**config.mk**
```make
export PLATFORM = sky130hd
export DESIGN_NAME = scrolling_level_matrix_scanner_core
export DESIGN_NICKNAME = d
export VERILOG_FILES = /design/src/hdl/slms_pkg.sv /design/src/hdl/scrolling_level_matrix_scanner_core.sv
export SDC_FILE = /design/constraint.sdc
export NUM_CORES = 1
export LEC_CHECK = 0
export ABC_CLOCK_PERIOD_IN_PS = 4300
export CAP_MARGIN = 20
export CORE_AREA = 3 3 137 139
export CTS_BUF_LIST = sky130_fd_sc_hd__clkbuf_8
export CTS_CLUSTER_SIZE = 28
export DETAILED_ROUTE_END_ITERATION = 6
export DIE_AREA = 0 0 140 142
export DONT_BUFFER_PORTS = 1
export GPL_ROUTABILITY_DRIVEN = 0
export PLACE_DENSITY = 0.81
export SYNTH_ARGS = -nofsm -noshare
export SYNTH_HDL_FRONTEND = slang
export SYNTH_SLANG_ARGS = --single-unit
```
**constraint.sdc**
```tcl
create_clock -name i_clk -period 4.3 [get_ports i_clk]
set_input_delay 0.43 -clock i_clk [delete_from_list [all_inputs] [get_ports i_clk]]
set_output_delay 0.43 -clock i_clk [all_outputs]
set_load 0.02 [all_outputs]
```
**src/hdl/slms_pkg.sv**
```systemverilog
// ----------------------------------------------------------------------------
// slms_pkg
// Shared types and fixed widths for the scrolling level matrix scanner.
// ----------------------------------------------------------------------------
package slms_pkg;

    localparam int LVL_W     = 12;  // level and sample width
    localparam int TPS_W     = 8;   // tick prescaler width
    localparam int SUM_W     = 16;  // saturating sample sum width
    localparam int COL_W     = 3;   // matrix column index
    localparam int HIST_N    = 8;   // history depth, one entry per column
    localparam int CMD_W     = 2;
    localparam int STEP_W    = 4;   // row divider step counter
    localparam int ROW_SHIFT = 3;   // level*8 for the row quotient

    localparam logic [LVL_W-1:0] MAX_LEVEL_RST = 12'd1024;
    localparam logic [TPS_W-1:0] TPS_RST       = 8'd10;
    localparam logic [COL_W-1:0] COL_RST       = 3'd4;
    localparam logic [LVL_W-1:0] LVL_MAX       = 12'hFFF;
    localparam logic [COL_W-1:0] ROW_MAX       = 3'd7;

    typedef enum logic [CMD_W-1:0] {
        CMD_SAMPLE = 2'd0,
        CMD_TICK   = 2'd1,
        CMD_COLUMN = 2'd2,
        CMD_NONE   = 2'd3
    } t_cmd;

    typedef enum logic [0:0] {
        CFG_MAX_LEVEL = 1'b0,
        CFG_TICKS     = 1'b1
    } t_cfg_idx;

    typedef enum logic [2:0] {
        ST_IDLE = 3'b001,
        ST_DIV  = 3'b010,
        ST_FIN  = 3'b100
    } t_state;

endpackage

```
**src/hdl/scrolling_level_matrix_scanner_core.sv**
```systemverilog
// ----------------------------------------------------------------------------
// scrolling_level_matrix_scanner_core
// Averages samples into a level, scrolls an 8-entry level history on ticks and
// returns one LED matrix column pattern per column request.
// ----------------------------------------------------------------------------
// Sample and tick beats are taken in ST_IDLE; a group-closing sample averages by a
// reciprocal multiply in the same cycle.
// Column request: ready stays low through 4 divider steps in ST_DIV and then
// ST_FIN; the result is registered in ST_FIN, and the next beat is taken once
// the core is back in ST_IDLE. A full output register stretches the finish.
// Synchronous active-low reset sets control, config and history registers only.
// ----------------------------------------------------------------------------
module scrolling_level_matrix_scanner_core
    import slms_pkg::*;
#(
    parameter int HALF_SAMPLES = 16,
    parameter int SAMPLE_BITS  = 12
) (
    input  logic             i_clk,
    input  logic             i_rst_n,
    // config
    input  logic             i_cfg_valid,
    output logic             o_cfg_ready,
    input  logic             i_cfg_index,
    input  logic [LVL_W-1:0] i_cfg_data,
    // input beats
    input  logic             i_s_tvalid,
    output logic             o_s_tready,
    input  logic [15:0]      i_s_tdata,   // [11:0] sample, [15:12] zero
    input  logic [CMD_W-1:0] i_s_tuser,   // [1:0] command
    // result beats
    output logic             o_m_tvalid,
    input  logic             i_m_tready,
    output logic [23:0]      o_m_tdata    // [15:0] pattern, [18:16] column, [23:19] zero
);

    localparam int CNT_W  = $clog2(HALF_SAMPLES + 1);
    localparam int AVG_L  = $clog2(HALF_SAMPLES);
    localparam int AVG_SH = SUM_W + AVG_L;
    localparam int PROD_W = 2 * SUM_W + 1;
    localparam logic [CNT_W-1:0]  HALF_N    = CNT_W'(HALF_SAMPLES);
    localparam logic [SUM_W:0]    AVG_MUL   = (SUM_W + 1)'(((64'd1 << AVG_SH) +
                                              64'(HALF_SAMPLES) - 64'd1) / 64'(HALF_SAMPLES));
    localparam logic [STEP_W-1:0] ROW_STEPS = STEP_W'(ROW_SHIFT);
    localparam logic [LVL_W-1:0]  SMP_MASK  = (SAMPLE_BITS >= LVL_W) ? LVL_MAX :
                                              LVL_W'((32'd1 << SAMPLE_BITS) - 32'd1);

    t_state              r_state, n_state;
    logic [LVL_W-1:0]    r_max_level, n_max_level;
    logic [TPS_W-1:0]    r_tps, n_tps;
    logic [SUM_W-1:0]    r_sum, n_sum;
    logic [CNT_W-1:0]    r_cnt, n_cnt;
    logic [LVL_W-1:0]    r_level, n_level;
    logic [LVL_W-1:0]    r_hist [HIST_N];
    logic [LVL_W-1:0]    n_hist [HIST_N];
    logic [TPS_W-1:0]    r_tick, n_tick;
    logic [COL_W-1:0]    r_col, n_col;
    logic                r_out_valid, n_out_valid;

    logic [SUM_W-1:0]    r_rem, n_rem;
    logic [SUM_W-1:0]    r_div, n_div;
    logic [SUM_W-1:0]    r_quo, n_quo;
    logic [STEP_W-1:0]   r_step, n_step;
    logic [15:0]         r_out_pat, n_out_pat;
    logic [COL_W-1:0]    r_out_col, n_out_col;

    logic [SUM_W:0]      w_sum_add;
    logic [SUM_W-1:0]    w_sum_sat;
    logic [PROD_W-1:0]   w_avg_prod;
    logic [SUM_W-1:0]    w_avg;
    logic [CNT_W-1:0]    w_cnt_inc;
    logic [TPS_W-1:0]    w_tick_inc;
    logic [COL_W-1:0]    w_col_inc;
    logic                w_ge;
    logic [SUM_W-1:0]    w_diff;
    logic [COL_W-1:0]    w_row_q;

    assign w_sum_add  = {1'b0, r_sum} + (SUM_W + 1)'(i_s_tdata[LVL_W-1:0] & SMP_MASK);
    assign w_sum_sat  = w_sum_add[SUM_W] ? {SUM_W{1'b1}} : w_sum_add[SUM_W-1:0];
    assign w_avg_prod = PROD_W'(w_sum_sat) * PROD_W'(AVG_MUL);
    assign w_avg      = SUM_W'(w_avg_prod >> AVG_SH);
    assign w_cnt_inc  = r_cnt + CNT_W'(1);
    assign w_tick_inc = r_tick + TPS_W'(1);
    assign w_col_inc  = r_col + COL_W'(1);

    // divider step
    assign w_ge   = r_rem >= r_div;
    assign w_diff = r_rem - r_div;
    assign w_row_q = (r_quo > SUM_W'(ROW_MAX)) ? ROW_MAX : r_quo[COL_W-1:0];

    always_comb begin
        n_state     = r_state;
        n_max_level = r_max_level;
        n_tps       = r_tps;
        n_sum       = r_sum;
        n_cnt       = r_cnt;
        n_level     = r_level;
        n_hist      = r_hist;
        n_tick      = r_tick;
        n_col       = r_col;
        n_out_valid = r_out_valid;
        n_rem       = r_rem;
        n_div       = r_div;
        n_quo       = r_quo;
        n_step      = r_step;
        n_out_pat   = r_out_pat;
        n_out_col   = r_out_col;

        if (i_cfg_valid) begin
            case (t_cfg_idx'(i_cfg_index))
                CFG_MAX_LEVEL: n_max_level = i_cfg_data;
                CFG_TICKS:     n_tps       = i_cfg_data[TPS_W-1:0];
                default: ;
            endcase
        end

        if (r_out_valid && i_m_tready) begin
            n_out_valid = 1'b0;
        end

        case (r_state)
            ST_IDLE: begin
                if (i_s_tvalid) begin
                    case (t_cmd'(i_s_tuser))
                        CMD_SAMPLE: begin
                            if (w_cnt_inc >= HALF_N) begin
                                n_sum   = '0;
                                n_cnt   = '0;
                                n_level = (w_avg > SUM_W'(LVL_MAX)) ? LVL_MAX :
                                          w_avg[LVL_W-1:0];
                            end else begin
                                n_sum = w_sum_sat;
                                n_cnt = w_cnt_inc;
                            end
                        end
                        CMD_TICK: begin
                            if (w_tick_inc >= r_tps) begin
                                n_tick = '0;
                                for (int i = HIST_N - 1; i > 0; i--) begin
                                    n_hist[i] = r_hist[i-1];
                                end
                                n_hist[0] = r_level;
                            end else begin
                                n_tick = w_tick_inc;
                            end
                        end
                        CMD_COLUMN: begin
                            n_col   = w_col_inc;
                            n_rem   = SUM_W'({r_hist[w_col_inc], 3'b000});
                            n_div   = SUM_W'({r_max_level, 3'b000});
                            n_quo   = '0;
                            n_step  = ROW_STEPS;
                            n_state = ST_DIV;
                        end
                        default: ;
                    endcase
                end
            end
            ST_DIV: begin
                n_rem  = w_ge ? w_diff : r_rem;
                n_quo  = {r_quo[SUM_W-2:0], w_ge};
                n_div  = r_div >> 1;
                n_step = r_step - STEP_W'(1);
                if (r_step == '0) begin
                    n_state = ST_FIN;
                end
            end
            ST_FIN: begin
                if (!r_out_valid || i_m_tready) begin
                    n_out_valid = 1'b1;
                    n_out_pat   = {8'h01 << r_col, 8'h80 >> w_row_q};
                    n_out_col   = r_col;
                    n_state     = ST_IDLE;
                end
            end
            default: n_state = ST_IDLE;
        endcase
    end

    always_ff @(posedge i_clk) begin
        if (!i_rst_n) begin
            r_state     <= ST_IDLE;
            r_max_level <= MAX_LEVEL_RST;
            r_tps       <= TPS_RST;
            r_sum       <= '0;
            r_cnt       <= '0;
            r_level     <= '0;
            r_tick      <= '0;
            r_col       <= COL_RST;
            r_out_valid <= 1'b0;
            for (int i = 0; i < HIST_N; i++) begin
                r_hist[i] <= '0;
            end
        end else begin
            r_state     <= n_state;
            r_max_level <= n_max_level;
            r_tps       <= n_tps;
            r_sum       <= n_sum;
            r_cnt       <= n_cnt;
            r_level     <= n_level;
            r_tick      <= n_tick;
            r_col       <= n_col;
            r_out_valid <= n_out_valid;
            r_hist      <= n_hist;
        end
    end

    always_ff @(posedge i_clk) begin
        r_rem      <= n_rem;
        r_div      <= n_div;
        r_quo      <= n_quo;
        r_step     <= n_step;
        r_out_pat  <= n_out_pat;
        r_out_col  <= n_out_col;
    end

    assign o_cfg_ready = 1'b1;
    assign o_s_tready  = (r_state == ST_IDLE);
    assign o_m_tvalid  = r_out_valid;
    assign o_m_tdata   = {5'b0, r_out_col, r_out_pat};

    a_col_busy: assert property (@(posedge i_clk) disable iff (!i_rst_n)
        (i_s_tvalid && o_s_tready && (t_cmd'(i_s_tuser) == CMD_COLUMN)) |=> !o_s_tready)
        else $error("column request did not start the divider");

    a_pat_onehot: assert property (@(posedge i_clk) disable iff (!i_rst_n)
        o_m_tvalid |-> ($onehot(o_m_tdata[15:8]) && $onehot(o_m_tdata[7:0])))
        else $error("pattern is not one column and one row");

    a_pat_col: assert property (@(posedge i_clk) disable iff (!i_rst_n)
        o_m_tvalid |-> (o_m_tdata[15:8] == (8'h01 << o_m_tdata[18:16])))
        else $error("pattern column does not match column field");

endmodule
```
## Yosys cells after proc, flatten, opt, wreduce, memory -nomap -nowiden

Cells that the tools add are included.

- $add $sub $neg: 6
- Order comparisons: 6
- Eq/ne operators: 10
- Shifts and indexed selects: 2
- Multiplexer cells: 30
- Bitwise operators: 2
- Reductions and logical operators: 17

Operators with widths:

| operator | number |
|---|---|
| two-way mux 16 bit | 9 |
| one-hot mux 16 bit (2 select lines) | 3 |
| binary-select mux 12 bit (select 3 bit) | 1 |
| two-way mux 12 bit | 3 |
| adder 16 x 12 -> 17 bit | 1 |
| greater-or-equal comparator 16 bit | 1 |
| > comparator 16 x 3 -> 1 bit (second input constant) | 1 |
| AND reduction 4 bit | 4 |
| subtractor 16 bit | 1 |
| two-way mux 3 bit | 5 |
| > comparator 12 bit (second input constant) | 1 |
| AND reduction 3 bit | 4 |
| one-hot mux 3 bit (3 select lines) | 1 |
| adder 8 x 1 -> 8 bit (second input constant) | 1 |
| greater-or-equal comparator 8 bit | 1 |
| two-way mux 4 bit | 2 |
| two-way mux 8 bit | 1 |
| != test 2 bit (second input constant) | 4 |
| one-hot mux 4 bit (2 select lines) | 1 |
| << shifter 1 x 3 -> 8 bit (first input constant) | 1 |
| >> shifter 8 x 3 -> 8 bit (first input constant) | 1 |
| AND reduction 2 bit | 3 |
| adder 5 x 1 -> 5 bit (second input constant) | 1 |
| greater-or-equal comparator 5 bit (second input constant) | 1 |
| other kinds (19) | 21 |

- Bits in registers: 235
- Bits of input ports: 36
- Output and inout bits: 27
- Word-level logic and storage cells: 96

## Depth between registers and ports, before layout

- Depth in word-level cells: 8
- Depth in mapped cells: 11
- Mapped depth without buffers: 10

## Worst setup path after synthesis

OpenSTA, ideal clock, no wires.

- Path type: register to register
- From: reg r_state[2]
- To: reg r_state[0]
- Data arrival time: 3025 ps
- Required time: 4082 ps
- Slack: 1057 ps
- Cell stages (with the launch flop): 6
- Path buffers: 0
- Clock period less this slack: 3243 ps
- Cells stage by stage: dfxtp_1 or3b_1 inv_2 nand3b_1 a21oi_1 o21ai_0

- Longest elaborated chain between the ends: 3

RTL lines:

| what | RTL line | RTL |
|---|---|---|
| start, declared | scrolling_level_matrix_scanner_core.sv:48 | `t_state r_state, n_state;` |
| start signal, assigned | scrolling_level_matrix_scanner_core.sv:195 | `r_state <= n_state;` |
| == test 3 x 1 -> 1 bit (*) | - |  |
| named net o_s_tready | scrolling_level_matrix_scanner_core.sv:28 | `output logic o_s_tready,` |
| != test 2 x 1 -> 1 bit (no line) or != test 2 bit (tied branches) | - |  |
| AND reduction 4 bit (no line) | - |  |

Mark *: on every way through the listed nets, which the timed path passes. The rest lies on a longest branch.
A chain may end at the register's enable or synchronous reset.

## Final worst setup path

- From: reg r_rem[0]
- To: reg r_rem[11] (enable)

- Longest elaborated chain between the ends: 3

RTL lines:

| what | RTL line | RTL |
|---|---|---|
| start, declared | scrolling_level_matrix_scanner_core.sv:60 | `logic [SUM_W-1:0] r_rem, n_rem;` |
| start signal, assigned | scrolling_level_matrix_scanner_core.sv:209 | `r_rem <= n_rem;` |
| greater-or-equal comparator 16 bit | scrolling_level_matrix_scanner_core.sv:87 | `assign w_ge = r_rem >= r_div;` |
| != test 2 bit (no line) | - |  |
| AND reduction 4 bit (no line) | - |  |

No other way between the ends.

==> flow_summary_export.csv <==
group,metric,value,unit
status,outcome,"complete, no violations",
logic_synthesis,synth_area,11500,um^2
timing,final_cycle_utilization_of_the_critical_path,0.7141,
route,ant_nets,0,
min_path,min_path_type,"input pin to flip-flop",
logic_synthesis,mapped_avg_cell_area,9.249,um^2
logic_synthesis,ys.flop_type,"dfxtp_1",
critical_path,end_kind,"flip-flop",
cells_and_area,area_growth_syn_to_layout,7.248,%
power,power.ir.vdd_worst,0.3512,mV
logic_synthesis,yosysSeqAreaShare,0.4684,
global_route,grt_pass1_vias,8631,
critical_path,cp-endpoint,"r_rem[11]$_DFFE_PP_",
floorplanning,starting_density_of_the_core,0.6466,
timing,grt_setup_unrepaired,"no",
critical_path,r2r-end,"r_rem[11]$_DFFE_PP_",
cells_and_area,fillCellCount,1350,
place,dp_hpwl,15960,um
floorplanning,num_rows,49,
critical_path,cp.required,4.57,ns
run,max_cap_violations,0,
timing,timing_max_transition_violations_final,0,
clocking,numCtsBuffers,38,
critical_path,cp-startpoint,"r_rem[0]$_SDFFCE_PN0P_",
power,total_power,4.446,mW
logic_synthesis,ys_ff_latch,234,
critical_path,timing.setup.critical_path_class,"flip-flop to flip-flop",
route,route.detailed.vias_per_inst,6.179,
timing,final_critical_path_setup_slack,1.230,ns
place,port-buffer-count,0,
cells_and_area,finish.net_count,1293,
cells_and_area,mostFrequentLayoutCells,"dfxtp_1 (163), a21oi_1 (149), o21ai_0 (135), nand3_1 (114), nand2_1 (108)",
clocking,cts-root-to-sink-buffers,3,
logic_synthesis,synth_cell_types,69,
power,cellPowerDensity,360.6,nW/um^2
place,place_worst_setup_slack,1.252,ns
floorplanning,die_y,142,um
logic_synthesis,postSynthCellCount,1243,
route,post_drt_wl_per_cell,17.04,um
route,drc,0,
logic_synthesis,synth-edff-count,70,
clocking,cts-resized-gates,0,
logic_synthesis,synth.yosys.warnings,0,
clocking,clockRootBuffer,"clkbuf_8",
global_route,antenna_violations_before_repair,0,
critical_path,r2r.worst_path.cells,11,
cells_and_area,antenna_cells_inserted,0,
global_route,grt_start_max_net_pins,98,
place,placed_cell_area,11600,um^2
timing,worst_pin_slew,1.075,ns
floorplanning,core_area,17780,um^2
clocking,cts-htree-levels,2,
clocking,worst_setup_hold_path_clk_slew,0.07,ns
clocking,clkSinkCount,234,
global_route,track_usage,0.2473,
min_path,worst_hold_launch,"i_cfg_data[6]",
timing,setup-tns-final,0,ns
clocking,clock_insertion_delay_worst_skew,0.53,ns
critical_path,regToRegSetupSlack,1.23,ns
timing,clock.fmax,325.7,MHz
timing,count_of_endpoints_failing_hold_in_the_final_timing_report,0,
floorplanning,io_pins,63,
power,static-leakage-power,4.425,nW
critical_path,critical_path.startpoint_type,"flip-flop",
clocking,cts_tree,"yes",
timing,slew_headroom,0.2797,
route,routed-via-count,9077,
route,firstDrtPassIters,5,
cells_and_area,multi_input_area,5595,um^2
cells_and_area,drive_above_1_share,0.09758,
critical_path,crit-reg2reg-launch,"r_rem[0]$_SDFFCE_PN0P_",
logic_synthesis,asyncSetResetFlopFracSynth,0,
cells_and_area,leading_cell_type_in_the_layout_fill_and_taps_excluded,"dfxtp_1",
critical_path,max_fanout_on_critical_path,10,
timing,timing.final.crit_period,3.070,ns
global_route,globalRoute.totalOverflow,0,
timing,timing.final.setup_violations,0,
cells_and_area,ff_latch_area,5386,um^2
cells_and_area,design_area,12330,um^2
timing,worst_clock_skew,0.01191,ns
critical_path,crit_arrival,3.34,ns
route,first_iter_violations,823,
global_route,wire_length_of_the_first_global_routing_pass,41400,um
route,finalWirelength,25040,um
floorplanning,floorplan.die_area,19880,um^2
floorplanning,die_x,140,um
-- sequential cells by signal, indices dropped and copies added (netlist names), 12 cells and up --
register     cells
r_div           15
r_hist          96
r_level         12
r_max_level     12
r_out_pat       16
r_quo           16
r_rem           16
r_sum           16
-- timing repair --
action / 4_1_cts / 5_1_grt
setup endpoints to repair: 0 / 0
setup buffers: 0 / 0
hold buffers: 1 / 0
endpoints found under the hold margin: 5 / 0
-- power breakdown --
group | switching (mW) | internal, mW | total [mW]
Clock | 0.857 | 0.937 | 1.79
Combinational | 0.221 | 0.115 | 0.335
Sequential | 0.0183 | 2.30 | 2.32
Total | 1.10 | 3.35 | 4.45
-- cell usage after synthesis (3+ instances only) --
cell	number	area, um^2
dfxtp_1	164	3283
a21oi_1	150	750.7
o21ai_0	136	680.7
nand3_1	114	570.6
nand2_1	108	405.4
edfxtp_1	70	2102
clkbuf_1	65	244.0
nor2_1	61	229.0
inv_1	43	161.4
ha_1	42	525.5
xnor2_1	28	245.2
mux4_2	24	540.5
and3_1	21	131.4
buf_2	15	75.07
nor3_1	15	75.07
o21ai_1	15	75.07
xor2_1	10	87.58
mux2i_1	9	90.09
nand2b_1	9	56.30
and2_1	8	50.05
mux2_2	8	90.09
o21a_1	8	60.06
a21o_1	7	52.55
nand4_1	7	43.79
nor2b_1	7	43.79
a31oi_1	6	37.54
buf_4	6	45.04
nor4_1	5	31.28
or2_2	5	31.28
a21boi_0	4	30.03
nor3b_1	4	30.03
o22ai_1	4	25.02
o31ai_1	4	30.03
a211oi_1	3	22.52
buf_1	3	11.26
nand4b_1	3	26.28
o2111ai_1	3	26.28
o211ai_1	3	22.52
o2bb2ai_1	3	26.28
-- worst min-delay path by stage --
stage                                  end  slack [ns]  cells after the start
6_report       r_max_level[6]$_SDFFE_PN0P_        0.03                      2
5_1_grt              r_tps[2]$_SDFFE_PN0P_        0.03                      2
2_1_floorplan       r_out_col[2]$_DFFE_PP_        0.40                      0
4_1_cts            r_level[5]$_SDFFE_PN0P_        0.02                      2
3_5_place_dp         r_sum[3]$_SDFFE_PN0P_        0.45                      2
3_3_place_gp         r_sum[3]$_SDFFE_PN0P_        0.43                      2
-- cell families (layout without fill, tap and decap cells) --
group	count (synthesis)	after routing	synth area share
DFF	234	234	0.4684
adders and majority gates	44	44	0.04919
xor gates and xnor gates	38	38	0.02895
muxes	41	41	0.06269
and+or+nand+nor	379	379	0.1604
AOI/OAI and AO/OA	369	369	0.1803
other	2	6	0.0006533
buffers and inverters	136	129	0.04930
-- cell type report --
class	instances	share of cell area
flip-flops and latches	234	0.4369
inverters	45	0.01380
well taps	229	0.02324
repair buffers	17	0.01563
multi-input cells	877	0.4538
clock buffers	41	0.04577
clock inverters	26	0.01086
-- stage by stage --
stage,utilization,hold slack [ns],instances
after detailed placement,0.6525,0.4456,1400
after floorplan,-,0.4029,1247
after global placement,0.6525,0.4340,1400
after CTS,0.6923,0.01743,1468
after global routing,0.6935,0.03166,1469
final,0.6935,0.03458,1469
-- layer usage --
metal  track usage  routed length [um]  up-vias
met5             0                   0        -
met4       0.07445                 443        0
met3       0.04167                1549       45
met2        0.4183               12280      254
met1        0.3306               10770     4350
li1              -                   -     4428
-- worst max-delay path, cell delays in order, from the launching register on --
cell and delay (ns):
edfxtp_1 0.36, inv_1 0.07, ha_1 0.16, inv_1 0.05, fa_1 0.39, a21oi_1 0.27
o21a_1 0.19, o2bb2ai_1 0.21, o21ai_0 0.26, nor3b_1 0.30, o21ai_1 0.27, buf_4 0.30
No activity file was read; power rests on OpenSTA's default activity.
